File: config.mk
export PLATFORM = sky130hd
export DESIGN_NAME = multi_channel_message_watchdog_core_flat
export DESIGN_NICKNAME = d
export VERILOG_FILES = /design/src/rtl/mcmw_pkg.sv /design/src/rtl/mcmw_if.sv /design/src/rtl/mcmw_update.sv /design/src/rtl/multi_channel_message_watchdog_core.sv /design/src/flat_wrapper.sv
export SDC_FILE = /design/constraint.sdc
export NUM_CORES = 1
export LEC_CHECK = 0
export ABC_AREA = 1
export BUFFER_PORTS_ARGS = -buffer_cell sky130_fd_sc_hd__buf_2
export CAP_MARGIN = 20
export CORE_MARGIN = 5
export CORE_UTILIZATION = 35
export DETAILED_ROUTE_END_ITERATION = 8
export GPL_TIMING_DRIVEN = 0
export HOLD_SLACK_MARGIN = 0.08
export PLACE_DENSITY = 0.51
export REMOVE_ABC_BUFFERS = 1
export SYNTH_ARGS = -nofsm -noshare
export SYNTH_HDL_FRONTEND = slang
export SYNTH_SLANG_ARGS = --single-unit
File: constraint.sdc
create_clock -name clk -period 8.2 [get_ports clk]
set_input_delay 0.41 -clock clk [delete_from_list [all_inputs] [get_ports clk]]
set_output_delay 0.41 -clock clk [all_outputs]
set_load 0.01 [all_outputs]
File: src/rtl/mcmw_pkg.sv
`timescale 1ns / 1ps
`default_nettype none

package mcmw_pkg;

  // channel bank size
  localparam int CHANNELS = 6;

  localparam int NOW_W    = 32;
  localparam int PERIOD_W = 16;
  // period times five fits in three more bits
  localparam int LIMIT_W  = PERIOD_W + 3;
  localparam int TIMEOUT_FACTOR = 5;

  localparam int CH_W      = 3;
  localparam int COUNT_W   = 3;
  localparam int MODE_W    = 2;
  localparam int CFG_IDX_W = 3;
  localparam int CFG_DAT_W = 16;

  typedef enum logic [MODE_W-1:0] {
    MODE_TICK    = 2'd0,
    MODE_REFRESH = 2'd1,
    MODE_CHECK   = 2'd2
  } mode_t;

  localparam logic [CFG_IDX_W-1:0] REG_CHANNELS_IN_USE = 3'd0;
  localparam logic [CFG_IDX_W-1:0] REG_PERIOD_FIRST    = 3'd1;

  typedef logic [CHANNELS-1:0][PERIOD_W-1:0] period_arr_t;

  typedef struct packed {
    logic [NOW_W-1:0]                now_ms;
    logic [CHANNELS-1:0][NOW_W-1:0]  last_refresh;
    logic [CHANNELS-1:0]             timeout_flags;
  } wd_state_t;

endpackage

`default_nettype wire

File: src/rtl/mcmw_if.sv
`timescale 1ns / 1ps
`default_nettype none

interface mcmw_item_if;
  logic                           valid;
  logic                           ready;
  logic [mcmw_pkg::MODE_W-1:0]    mode;
  logic [mcmw_pkg::CH_W-1:0]      channel;

  modport source (output valid, output mode, output channel, input ready);
  modport sink   (input valid, input mode, input channel, output ready);
endinterface

interface mcmw_result_if;
  logic                           valid;
  logic                           ready;
  logic [mcmw_pkg::CHANNELS-1:0]  error_flags;
  logic                           any_error;

  modport source (output valid, output error_flags, output any_error, input ready);
  modport sink   (input valid, input error_flags, input any_error, output ready);
endinterface

interface mcmw_cfg_if;
  logic                             valid;
  logic                             ready;
  logic [mcmw_pkg::CFG_IDX_W-1:0]   index;
  logic [mcmw_pkg::CFG_DAT_W-1:0]   data;

  modport source (output valid, output index, output data, input ready);
  modport sink   (input valid, input index, input data, output ready);
endinterface

`default_nettype wire

File: src/rtl/mcmw_update.sv
`timescale 1ns / 1ps
`default_nettype none

module mcmw_update (
  input  mcmw_pkg::mode_t                    mode,
  input  logic [mcmw_pkg::CH_W-1:0]          channel,
  input  logic [mcmw_pkg::COUNT_W-1:0]       channels_in_use,
  input  mcmw_pkg::period_arr_t              periods,
  input  mcmw_pkg::wd_state_t                cur,
  output mcmw_pkg::wd_state_t                nxt,
  output logic                               any_error
);

  logic [mcmw_pkg::COUNT_W-1:0]   enabled_n;
  logic [mcmw_pkg::CHANNELS-1:0]  enabled;
  logic [mcmw_pkg::CHANNELS-1:0]  expired;

  // clamp the enabled count to the bank size
  always_comb begin
    if (channels_in_use > mcmw_pkg::COUNT_W'(mcmw_pkg::CHANNELS)) begin
      enabled_n = mcmw_pkg::COUNT_W'(mcmw_pkg::CHANNELS);
    end else begin
      enabled_n = channels_in_use;
    end
  end

  // per channel: enable, wrapped elapsed time against five periods
  always_comb begin
    logic [mcmw_pkg::NOW_W-1:0]   elapsed;
    logic [mcmw_pkg::LIMIT_W-1:0] limit;
    for (int c = 0; c < mcmw_pkg::CHANNELS; c++) begin
      enabled[c] = mcmw_pkg::COUNT_W'(c) < enabled_n;
      elapsed    = cur.now_ms - cur.last_refresh[c];
      limit      = {periods[c], 2'b00} + mcmw_pkg::LIMIT_W'(periods[c]);
      expired[c] = elapsed >= mcmw_pkg::NOW_W'(limit);
    end
  end

  always_comb begin
    nxt = cur;
    case (mode)
      mcmw_pkg::MODE_TICK: begin
        nxt.now_ms = cur.now_ms + mcmw_pkg::NOW_W'(1);
      end
      mcmw_pkg::MODE_REFRESH: begin
        for (int c = 0; c < mcmw_pkg::CHANNELS; c++) begin
          if (channel == mcmw_pkg::CH_W'(c) && enabled[c]) begin
            nxt.last_refresh[c] = cur.now_ms;
          end
        end
      end
      mcmw_pkg::MODE_CHECK: begin
        for (int c = 0; c < mcmw_pkg::CHANNELS; c++) begin
          if (enabled[c]) begin
            nxt.timeout_flags[c] = expired[c];
          end
        end
      end
      default: begin
        nxt = cur;
      end
    endcase
  end

  assign any_error = |(nxt.timeout_flags & enabled);

endmodule

`default_nettype wire

File: src/rtl/multi_channel_message_watchdog_core.sv
`timescale 1ns / 1ps
`default_nettype none

// bank of six message watchdogs sharing one millisecond count that tick beats advance.
// each input beat is a tick (count plus one, wrapping at 2^32), a refresh of
// one enabled channel (stamps it with the current count; channels at or above
// the enabled count are ignored) or a check (every enabled channel's flag is
// set when the wrapped time since its last refresh reaches five periods, and
// cleared otherwise). every input beat gives exactly one result beat with the
// flag vector and the or of the enabled channels' flags, taken after the
// update. an item passes through the input register and then the result
// register, and one item is taken per cycle while the result register is not
// stalled; the only limit on rate is the single-entry result register.
// configuration writes are always accepted and must happen while idle.
module multi_channel_message_watchdog_core (
  input  logic                 clk,
  input  logic                 rst,
  mcmw_item_if.sink            item,
  mcmw_result_if.source        result,
  mcmw_cfg_if.sink             cfg
);

  // configuration registers
  logic [mcmw_pkg::COUNT_W-1:0] channels_in_use;
  mcmw_pkg::period_arr_t        periods;

  // watchdog state: counter, stamps and flags
  mcmw_pkg::wd_state_t          state;
  mcmw_pkg::wd_state_t          state_next;
  logic                         any_next;

  // input register
  logic                         s1_valid;
  mcmw_pkg::mode_t              s1_mode;
  logic [mcmw_pkg::CH_W-1:0]    s1_channel;
  logic                         s1_fire;

  // result register
  logic                         out_valid;
  logic [mcmw_pkg::CHANNELS-1:0] out_flags;
  logic                         out_any;

  // the input register moves on whenever the result slot is free or draining
  assign s1_fire    = s1_valid && (!out_valid || result.ready);
  assign item.ready = !s1_valid || !out_valid || result.ready;

  assign cfg.ready  = 1'b1;

  always_ff @(posedge clk) begin
    if (rst) begin
      channels_in_use <= '0;
      periods         <= '0;
    end else if (cfg.valid) begin
      if (cfg.index == mcmw_pkg::REG_CHANNELS_IN_USE) begin
        channels_in_use <= cfg.data[mcmw_pkg::COUNT_W-1:0];
      end
      for (int c = 0; c < mcmw_pkg::CHANNELS; c++) begin
        if (cfg.index == mcmw_pkg::CFG_IDX_W'(int'(mcmw_pkg::REG_PERIOD_FIRST) + c)) begin
          periods[c] <= cfg.data[mcmw_pkg::PERIOD_W-1:0];
        end
      end
    end
  end

  // input beat capture
  always_ff @(posedge clk) begin
    if (rst) begin
      s1_valid <= 1'b0;
    end else if (item.ready) begin
      s1_valid <= item.valid;
    end
  end

  always_ff @(posedge clk) begin
    if (item.valid && item.ready) begin
      s1_mode    <= mcmw_pkg::mode_t'(item.mode);
      s1_channel <= item.channel;
    end
  end

  mcmw_update u_update (
    .mode            (s1_mode),
    .channel         (s1_channel),
    .channels_in_use (channels_in_use),
    .periods         (periods),
    .cur             (state),
    .nxt             (state_next),
    .any_error       (any_next)
  );

  // state commits as the item leaves the input register
  always_ff @(posedge clk) begin
    if (rst) begin
      state <= '0;
    end else if (s1_fire) begin
      state <= state_next;
    end
  end

  always_ff @(posedge clk) begin
    if (rst) begin
      out_valid <= 1'b0;
    end else if (s1_fire) begin
      out_valid <= 1'b1;
    end else if (result.ready) begin
      out_valid <= 1'b0;
    end
  end

  always_ff @(posedge clk) begin
    if (s1_fire) begin
      out_flags <= state_next.timeout_flags;
      out_any   <= any_next;
    end
  end

  assign result.valid       = out_valid;
  assign result.error_flags = out_flags;
  assign result.any_error   = out_any;

endmodule

`default_nettype wire
File: src/flat_wrapper.sv
// flat-port wrapper written by rule: the top's interface ports become plain ports
module multi_channel_message_watchdog_core_flat 
  (clk, rst, item_valid, item_mode, item_channel, item_ready, result_valid, result_error_flags, result_any_error, result_ready, cfg_valid, cfg_index, cfg_data, cfg_ready);
  mcmw_item_if item_i ();
  mcmw_result_if result_i ();
  mcmw_cfg_if cfg_i ();
  input  logic clk;
  input  logic rst;
  input wire logic [$bits(item_i.valid)-1:0] item_valid;
  input wire logic [$bits(item_i.mode)-1:0] item_mode;
  input wire logic [$bits(item_i.channel)-1:0] item_channel;
  output wire logic [$bits(item_i.ready)-1:0] item_ready;
  output wire logic [$bits(result_i.valid)-1:0] result_valid;
  output wire logic [$bits(result_i.error_flags)-1:0] result_error_flags;
  output wire logic [$bits(result_i.any_error)-1:0] result_any_error;
  input wire logic [$bits(result_i.ready)-1:0] result_ready;
  input wire logic [$bits(cfg_i.valid)-1:0] cfg_valid;
  input wire logic [$bits(cfg_i.index)-1:0] cfg_index;
  input wire logic [$bits(cfg_i.data)-1:0] cfg_data;
  output wire logic [$bits(cfg_i.ready)-1:0] cfg_ready;
  assign item_i.valid = item_valid;
  assign item_i.mode = item_mode;
  assign item_i.channel = item_channel;
  assign item_ready = item_i.ready;
  assign result_valid = result_i.valid;
  assign result_error_flags = result_i.error_flags;
  assign result_any_error = result_i.any_error;
  assign result_i.ready = result_ready;
  assign cfg_i.valid = cfg_valid;
  assign cfg_i.index = cfg_index;
  assign cfg_i.data = cfg_data;
  assign cfg_ready = cfg_i.ready;
  multi_channel_message_watchdog_core u_core (.clk(clk), .rst(rst), .item(item_i), .result(result_i), .cfg(cfg_i));
endmodule
Word level (Yosys, flattened, before mapping)
Cells that the tools add are included.
{"block": "classes", "add_sub_neg": 13, "magnitude_cmp": 13, "n_eq_ne": 13, "n_mux": 10, "n_bitwise": 1, "reduce_logical": 32}
{"cell": "$ge 32x19->1", "n": 6}
{"cell": "$sub 32x32->32", "n": 6}
{"cell": "$add 18x16->19", "n": 6}
{"cell": "$add 32x1->32 const B", "n": 1}
{"cell": "$reduce_and 3->1", "n": 6}
{"cell": "$reduce_and 2->1", "n": 8}
{"cell": "$eq 3x3->1 const B", "n": 5}
{"cell": "$eq 3x2->1 const B", "n": 4}
{"cell": "$logic_and 1x1->1", "n": 8}
{"cell": "$mux 1", "n": 8}
{"cell": "$and 6x6->6", "n": 1}
{"cell": "$eq 3x1->1 const B", "n": 2}
{"cell": "$logic_not 3->1", "n": 2}
{"cell": "$lt 1x3->1 const A", "n": 2}
{"cell": "$lt 2x3->1 const A", "n": 2}
{"cell": "$lt 3x3->1 const A", "n": 2}
{"cell": "$mux 6", "n": 1}
{"cell": "$reduce_or 6->1", "n": 1}
{"cell": "$gt 3x3->1 const B", "n": 1}
{"cell": "$logic_or 1x1->1", "n": 3}
{"cell": "$mux 3", "n": 1}
{"cell": "$eq 2x1->1 const B", "n": 1}
{"cell": "$eq 2x2->1 const B", "n": 1}
{"cell": "$logic_not 1->1", "n": 2}
{"cell": "other kinds (2)", "n": 2}
{"block": "totals", "reg_bits": 343, "in_bits": 29, "output_inout_bits": 10, "wordCells": 103}

Longest topological paths before layout
{"block": "logic_depth", "word_depth": 7, "mapped_depth": 32, "ltp_nobuf": 32}

By module
Synthesis repeated with hierarchy kept, for this count alone.
{"block": "unflattened", "hier_cells": 5960, "hier_area_um2": 35744.3}
{"mod": "mcmw_update", "instances": 1, "cells_per_inst": 4114, "area_per_inst_um2": 22008.6, "seq_area_each_um2": 0.0}
{"mod": "multi_channel_message_watchdog_core", "instances": 1, "cells_per_inst": 1846, "area_per_inst_um2": 13735.7, "seq_area_each_um2": 6986.7}

Least setup slack after synthesis
No wires, ideal clock.
{"block": "synth_path", "path_type": "register -> register", "start": "reg u_core.periods[16] in the netlist's numbering", "end": "reg u_core.out_any, in the netlist u_core.result.any_error (data pin)", "setup_ps": 254, "t_arrival_ps": 3288, "required_ps": 7946, "setup_slack_ps": 4658, "stages_incl_launch_ff": 28, "period_less_slack_ps": 3542, "path_cell_list": "dfxtp_1 > ha_1 > fa_1 > nand3_1 > nand2_1 > a21oi_1 > o21bai_1 > a21boi_0 > o21ai_0 > a21boi_0 > xor2_1 > ha_1 > nand2_1 > nor2_1 > nand2_1 > nor2_1 > nor2_1 > nand2_1 > nand2_1 > nand2_1 > a21oi_1 > nand3_1 > nor2_1 > nand2_1 > nand3_1 > nand2_1 > nor2_1 > nand2_1"}
{"block": "synth_between", "elab_chain_cells": 6}
{"element": "start: declaration", "line": "multi_channel_message_watchdog_core.sv:25", "text": "mcmw_pkg::period_arr_t periods;"}
{"element": "start signal: indexed assignment", "line": "multi_channel_message_watchdog_core.sv:59", "text": "periods[c] <= cfg.data[mcmw_pkg::PERIOD_W-1:0];"}
{"element": "$add 18x16->19", "line": "mcmw_update.sv:34", "text": "limit = {periods[c], 2'b00} + mcmw_pkg::LIMIT_W'(periods[c]);"}
{"element": "$ge 32x19->1", "line": "mcmw_update.sv:35", "text": "expired[c] = elapsed >= mcmw_pkg::NOW_W'(limit);"}
{"element": "$mux 1", "line": "mcmw_update.sv:54", "text": "if (enabled[c]) begin"}
{"element": "$mux 6", "line": "mcmw_update.sv:41", "text": "case (mode)"}
{"element": "$and 6x6->6", "line": "mcmw_update.sv:65", "text": "assign any_error = |(nxt.timeout_flags & enabled);"}
{"element": "$reduce_or 6->1", "line": "mcmw_update.sv:65"}
{"element": "via u_core.any_next", "line": "multi_channel_message_watchdog_core.sv:30", "text": "logic any_next;"}
{"element": "end signal: assignment", "line": "multi_channel_message_watchdog_core.sv:113", "text": "out_any <= any_next;"}
{"element": "end: declaration", "line": "multi_channel_message_watchdog_core.sv:41", "text": "logic out_any;"}
The timed path passes the listed nets, and every way through them passes these cells.
A chain may end at the register's enable or synchronous reset.

Worst setup path in the final report
{"block": "layout_path", "start": "reg u_core.state[201] in the netlist's numbering", "end": "reg u_core.out_any, in the netlist u_core.result.any_error (data pin)"}
{"block": "layout_between", "elab_chain_cells": 6, "word_cells_on_any_way": 21, "classes_between": "add/sub: 6; order compare: 6; mux: 7; bitwise: 1; reduce/logical: 1"}
{"element": "start: declaration", "line": "multi_channel_message_watchdog_core.sv:28", "text": "mcmw_pkg::wd_state_t state;"}
{"element": "start signal: assignment", "line": "multi_channel_message_watchdog_core.sv:96", "text": "state <= state_next;"}
{"element": "$sub 32x32->32", "line": "mcmw_update.sv:33", "text": "elapsed = cur.now_ms - cur.last_refresh[c];"}
{"element": "$ge 32x19->1", "line": "mcmw_update.sv:35"}
{"element": "$mux 1", "line": "mcmw_update.sv:54"}
{"element": "$mux 6 (*)", "line": "mcmw_update.sv:41"}
{"element": "$and 6x6->6 (*)", "line": "mcmw_update.sv:65"}
{"element": "$reduce_or 6->1 (*)", "line": "mcmw_update.sv:65"}
{"element": "via u_core.any_next", "line": "multi_channel_message_watchdog_core.sv:30"}
Mark *: on every way through the listed nets, which the timed path passes. The rest lies on a longest branch.

==> impl_metrics.ini <==
[timing]
max_freq_mhz = 195
finalWorstPathRequiredPeriod_ps = 5130
setup_tns_ps = 0
slew_violations = 0
finClkSkew_ps = 35.5
slew_headroom_pct = 20.6
timing_worst_slew_pin_value_ps = 1190
grt_setup_unrepaired = false
min_period_over_period_pct = 62.5
report.final.hold_viol_count = 0
final-setup-viol-count = 0

[synthesis]
synth.most_common_cell = sky130_fd_sc_hd__nand2_1
synthCells = 5238
netlist-cell-type-count = 53
synth_area_per_cell_sq_um = 6.13
synth_top_cells_by_area = sky130_fd_sc_hd__dfxtp_1 21%, sky130_fd_sc_hd__nand2_1 16%, sky130_fd_sc_hd__ha_1 15%
yosysWarnings = 0
synth_enable_flop_cells = 12
ys_seq_area_share_pct = 21.8
postSynth.topFlopCell = sky130_fd_sc_hd__dfxtp_1
ys_top_cells_by_count = 1,401 x sky130_fd_sc_hd__nand2_1, 885 x sky130_fd_sc_hd__inv_1, 577 x sky130_fd_sc_hd__nor2_1, 478 x sky130_fd_sc_hd__a21oi_1, 385 x sky130_fd_sc_hd__ha_1
postSynth.asyncResetShare_pct = 0
yosys_register_bits = 343
synth_area_sq_mm = 0.0321
yosys.area.top_type_share_pct = 20.6
post-synth-top-area-cell = sky130_fd_sc_hd__dfxtp_1

[pwr]
seq_power_share_pct = 40.2
power_leakage_nw = 18.6
power.share.combinational_pct = 11.9
ir_drop_mv = 0.148
p_switching_mw = 1.19
sw_ratio_pct = 27.9
p_int_mw = 3.09
pwr_density_cell_mw_per_mm2 = 121
totalPowerFinal_mw = 4.28
power.share.clock_pct = 47.8

[route]
drt_iter0_markers = 2079
ant_nets = 0
route.detailed.vias_per_inst = 4.91
drt_pass1_iterations = 6
finalWirelength_mm = 108
drcViolationCount = 0
num_vias = 31800
route.detailed.wl_per_inst_microns = 16.6

[placement]
io_buffer_count = 37
placed_cells_incl_taps = 6386
finalWeightedCongestion = 0.950
hpwl_after_dpl_mm = 83.1

[worst_setup_path]
worst_ep_arrival_time_ps = 5450
class_of_the_most_critical_setup_path = flop to flop
startpoint_type = flop
cp-end-kind = flop
timing.critical_path.required_ps = 8520
cp_max_fo = 13

[global_route]
grt_first_pass_wirelength_mm = 165
vias_in_the_first_global_route = 29200
gr-total-overflow = 0
track_usage_pct = 21.3
pin_count_of_the_biggest_net_entering_global_routing = 111
antenna_violations_before_repair = 4

[outcome]
outcome = complete, no violations

[clock_network]
clkLatencyLatePin_ps = 610
htree_levels = 2
cts_num_sinks = 343
numCtsBuffers = 45
cts_tree = yes
cts_buffer_depth = 3
clock-root-buffer = sky130_fd_sc_hd__clkbuf_16
clk_pin_slew_ps = 70

[cells_and_area]
syn2layout_area_growth_pct = 10.6
post_layout_nonfiller_instances = 6477
filler_cell_count_in_the_final_layout = 10200
fin_nets = 5681
share_of_final_layout_standard_cells_stronger_than_drive_strength_1_pct = 3.31

[floorplan]
row_count = 111
dieArea_sq_mm = 0.0979
die-width_microns = 313
initial_utilization_pct = 35.1
core_area_sq_mm = 0.0914
die_y_microns = 313
floorplan.io_pins = 39

[worst_hold_path]
hold_path.class = input port to flop

[job]
maxCapViolCount = 0
## routing by layer
layer	up-vias	GRT usage [%]	routed length [microns]
met2	591	33.8	45800
li1	16800	-	-
met1	14300	30.7	53500
met4	0	5.55	3070
met5	-	0	0
met3	119	2.63	5270
## final timing paths
kind	startpoint	endpoint	slack [ps]	cells after the start
max	u_core.state[201]$_SDFFE_PP0P_	u_core.result.any_error$_DFFE_PP_	3070	20
min reg2reg	u_core.state[120]$_SDFFE_PP0P_	u_core.state[120]$_SDFFE_PP0P_	460	2
max reg2reg	u_core.state[201]$_SDFFE_PP0P_	u_core.result.any_error$_DFFE_PP_	3070	20
min	result_ready	u_core.result.valid$_SDFFE_PP0P_	120	4
## layout make-up
| cell class | count | area, sq um | area share [%] |
|---|---|---|---|
| Multi-Input combinational cell | 3900 | 21400 | 60.3 |
| Antenna cell | 2 | 5.00 | 0.0141 |
| Clock buffer | 58 | 1260 | 3.54 |
| Sequential cell | 343 | 6990 | 19.7 |
| Tap cell | 1186 | 1480 | 4.18 |
| Inverter | 897 | 3370 | 9.49 |
| Timing Repair Buffer | 68 | 749 | 2.11 |
| Clock inverter | 23 | 256 | 0.722 |
## through the flow
step                util [%]  hold WS [ps]  instance area, sq um  worst slack (ps)
detailed placement      37.1           453                 33900              3160
floorplan                  -           438                 31700              4010
finish                  38.9           124                 35500              3070
global placement        36.6           447                 33400             -1130
CTS                     38.8          88.0                 35500              3140
global route            38.9           106                 35500              2910
## worst max-delay path, cell delays in order, from the launching register on
cell and delay, ps:
sky130_fd_sc_hd__dfxtp_1 1000, sky130_fd_sc_hd__ha_1 440, sky130_fd_sc_hd__a21oi_1 170, sky130_fd_sc_hd__nand2_1 180
sky130_fd_sc_hd__nand2_1 100, sky130_fd_sc_hd__nand2_1 110, sky130_fd_sc_hd__nand2_1 100, sky130_fd_sc_hd__nand2_1 110
sky130_fd_sc_hd__a31oi_1 230, sky130_fd_sc_hd__xnor2_1 100, sky130_fd_sc_hd__ha_1 300, sky130_fd_sc_hd__nor3_1 740
sky130_fd_sc_hd__nand3_1 190, sky130_fd_sc_hd__nor2_1 140, sky130_fd_sc_hd__nand2_1 60, sky130_fd_sc_hd__nor2_1 80
sky130_fd_sc_hd__nand3_1 310, sky130_fd_sc_hd__nand3_1 190, sky130_fd_sc_hd__nand2_1 70, sky130_fd_sc_hd__inv_1 70
sky130_fd_sc_hd__nand2_1 140
## kinds of logic after synthesis
kind of cell,share of synthesized area (%)
simple gates,29.8
compound gates,15.8
xor+xnor,5.29
flops,21.8
fa+ha+maj,15.7
other cells,0.0117
buf+inv,11.7
## registers in the layout, indices dropped and copies added (netlist names)
| register | count |
|---|---|
| u_core.s1_channel | 3 |
| u_core.periods | 96 |
| u_core.s1_mode | 2 |
| u_core.channels_in_use | 3 |
| u_core.s1_valid | 1 |
| u_core.result.error_flags | 6 |
| u_core.state | 230 |
| u_core.result.any_error | 1 |
| u_core.result.valid | 1 |
## cell usage in the layout (no fill, tap or decap), drive strengths merged, types with 73 or more instances in the layout
cell type,synthesis,final
nand3,186,186
xor2,135,135
o21ai,351,351
nor2,582,582
inv,890,893
nor3,73,73
ha,385,385
nand2,1407,1407
a21oi,478,478
dfxtp,331,331
## power by group through the flow
stage	clock network (mW)	logic [mW]	registers, mW
after floorplan	0	0.353	1.75
after global placement	0	0.515	1.76
after detailed placement	0	0.510	1.76
after CTS	2.11	0.515	1.72
after global routing	2.17	0.588	1.73
final	2.05	0.512	1.72
## timing repair
| item | in CTS | in global routing |
|---|---|---|
| endpoints found under the hold margin | 6 | 0 |
| setup endpoints to repair | 0 | 0 |
| gates resized for setup | 0 | 0 |
| buffers inserted | 0 | 0 |
| hold buffers | 6 | 0 |
No activity file was read; power rests on OpenSTA's default activity.
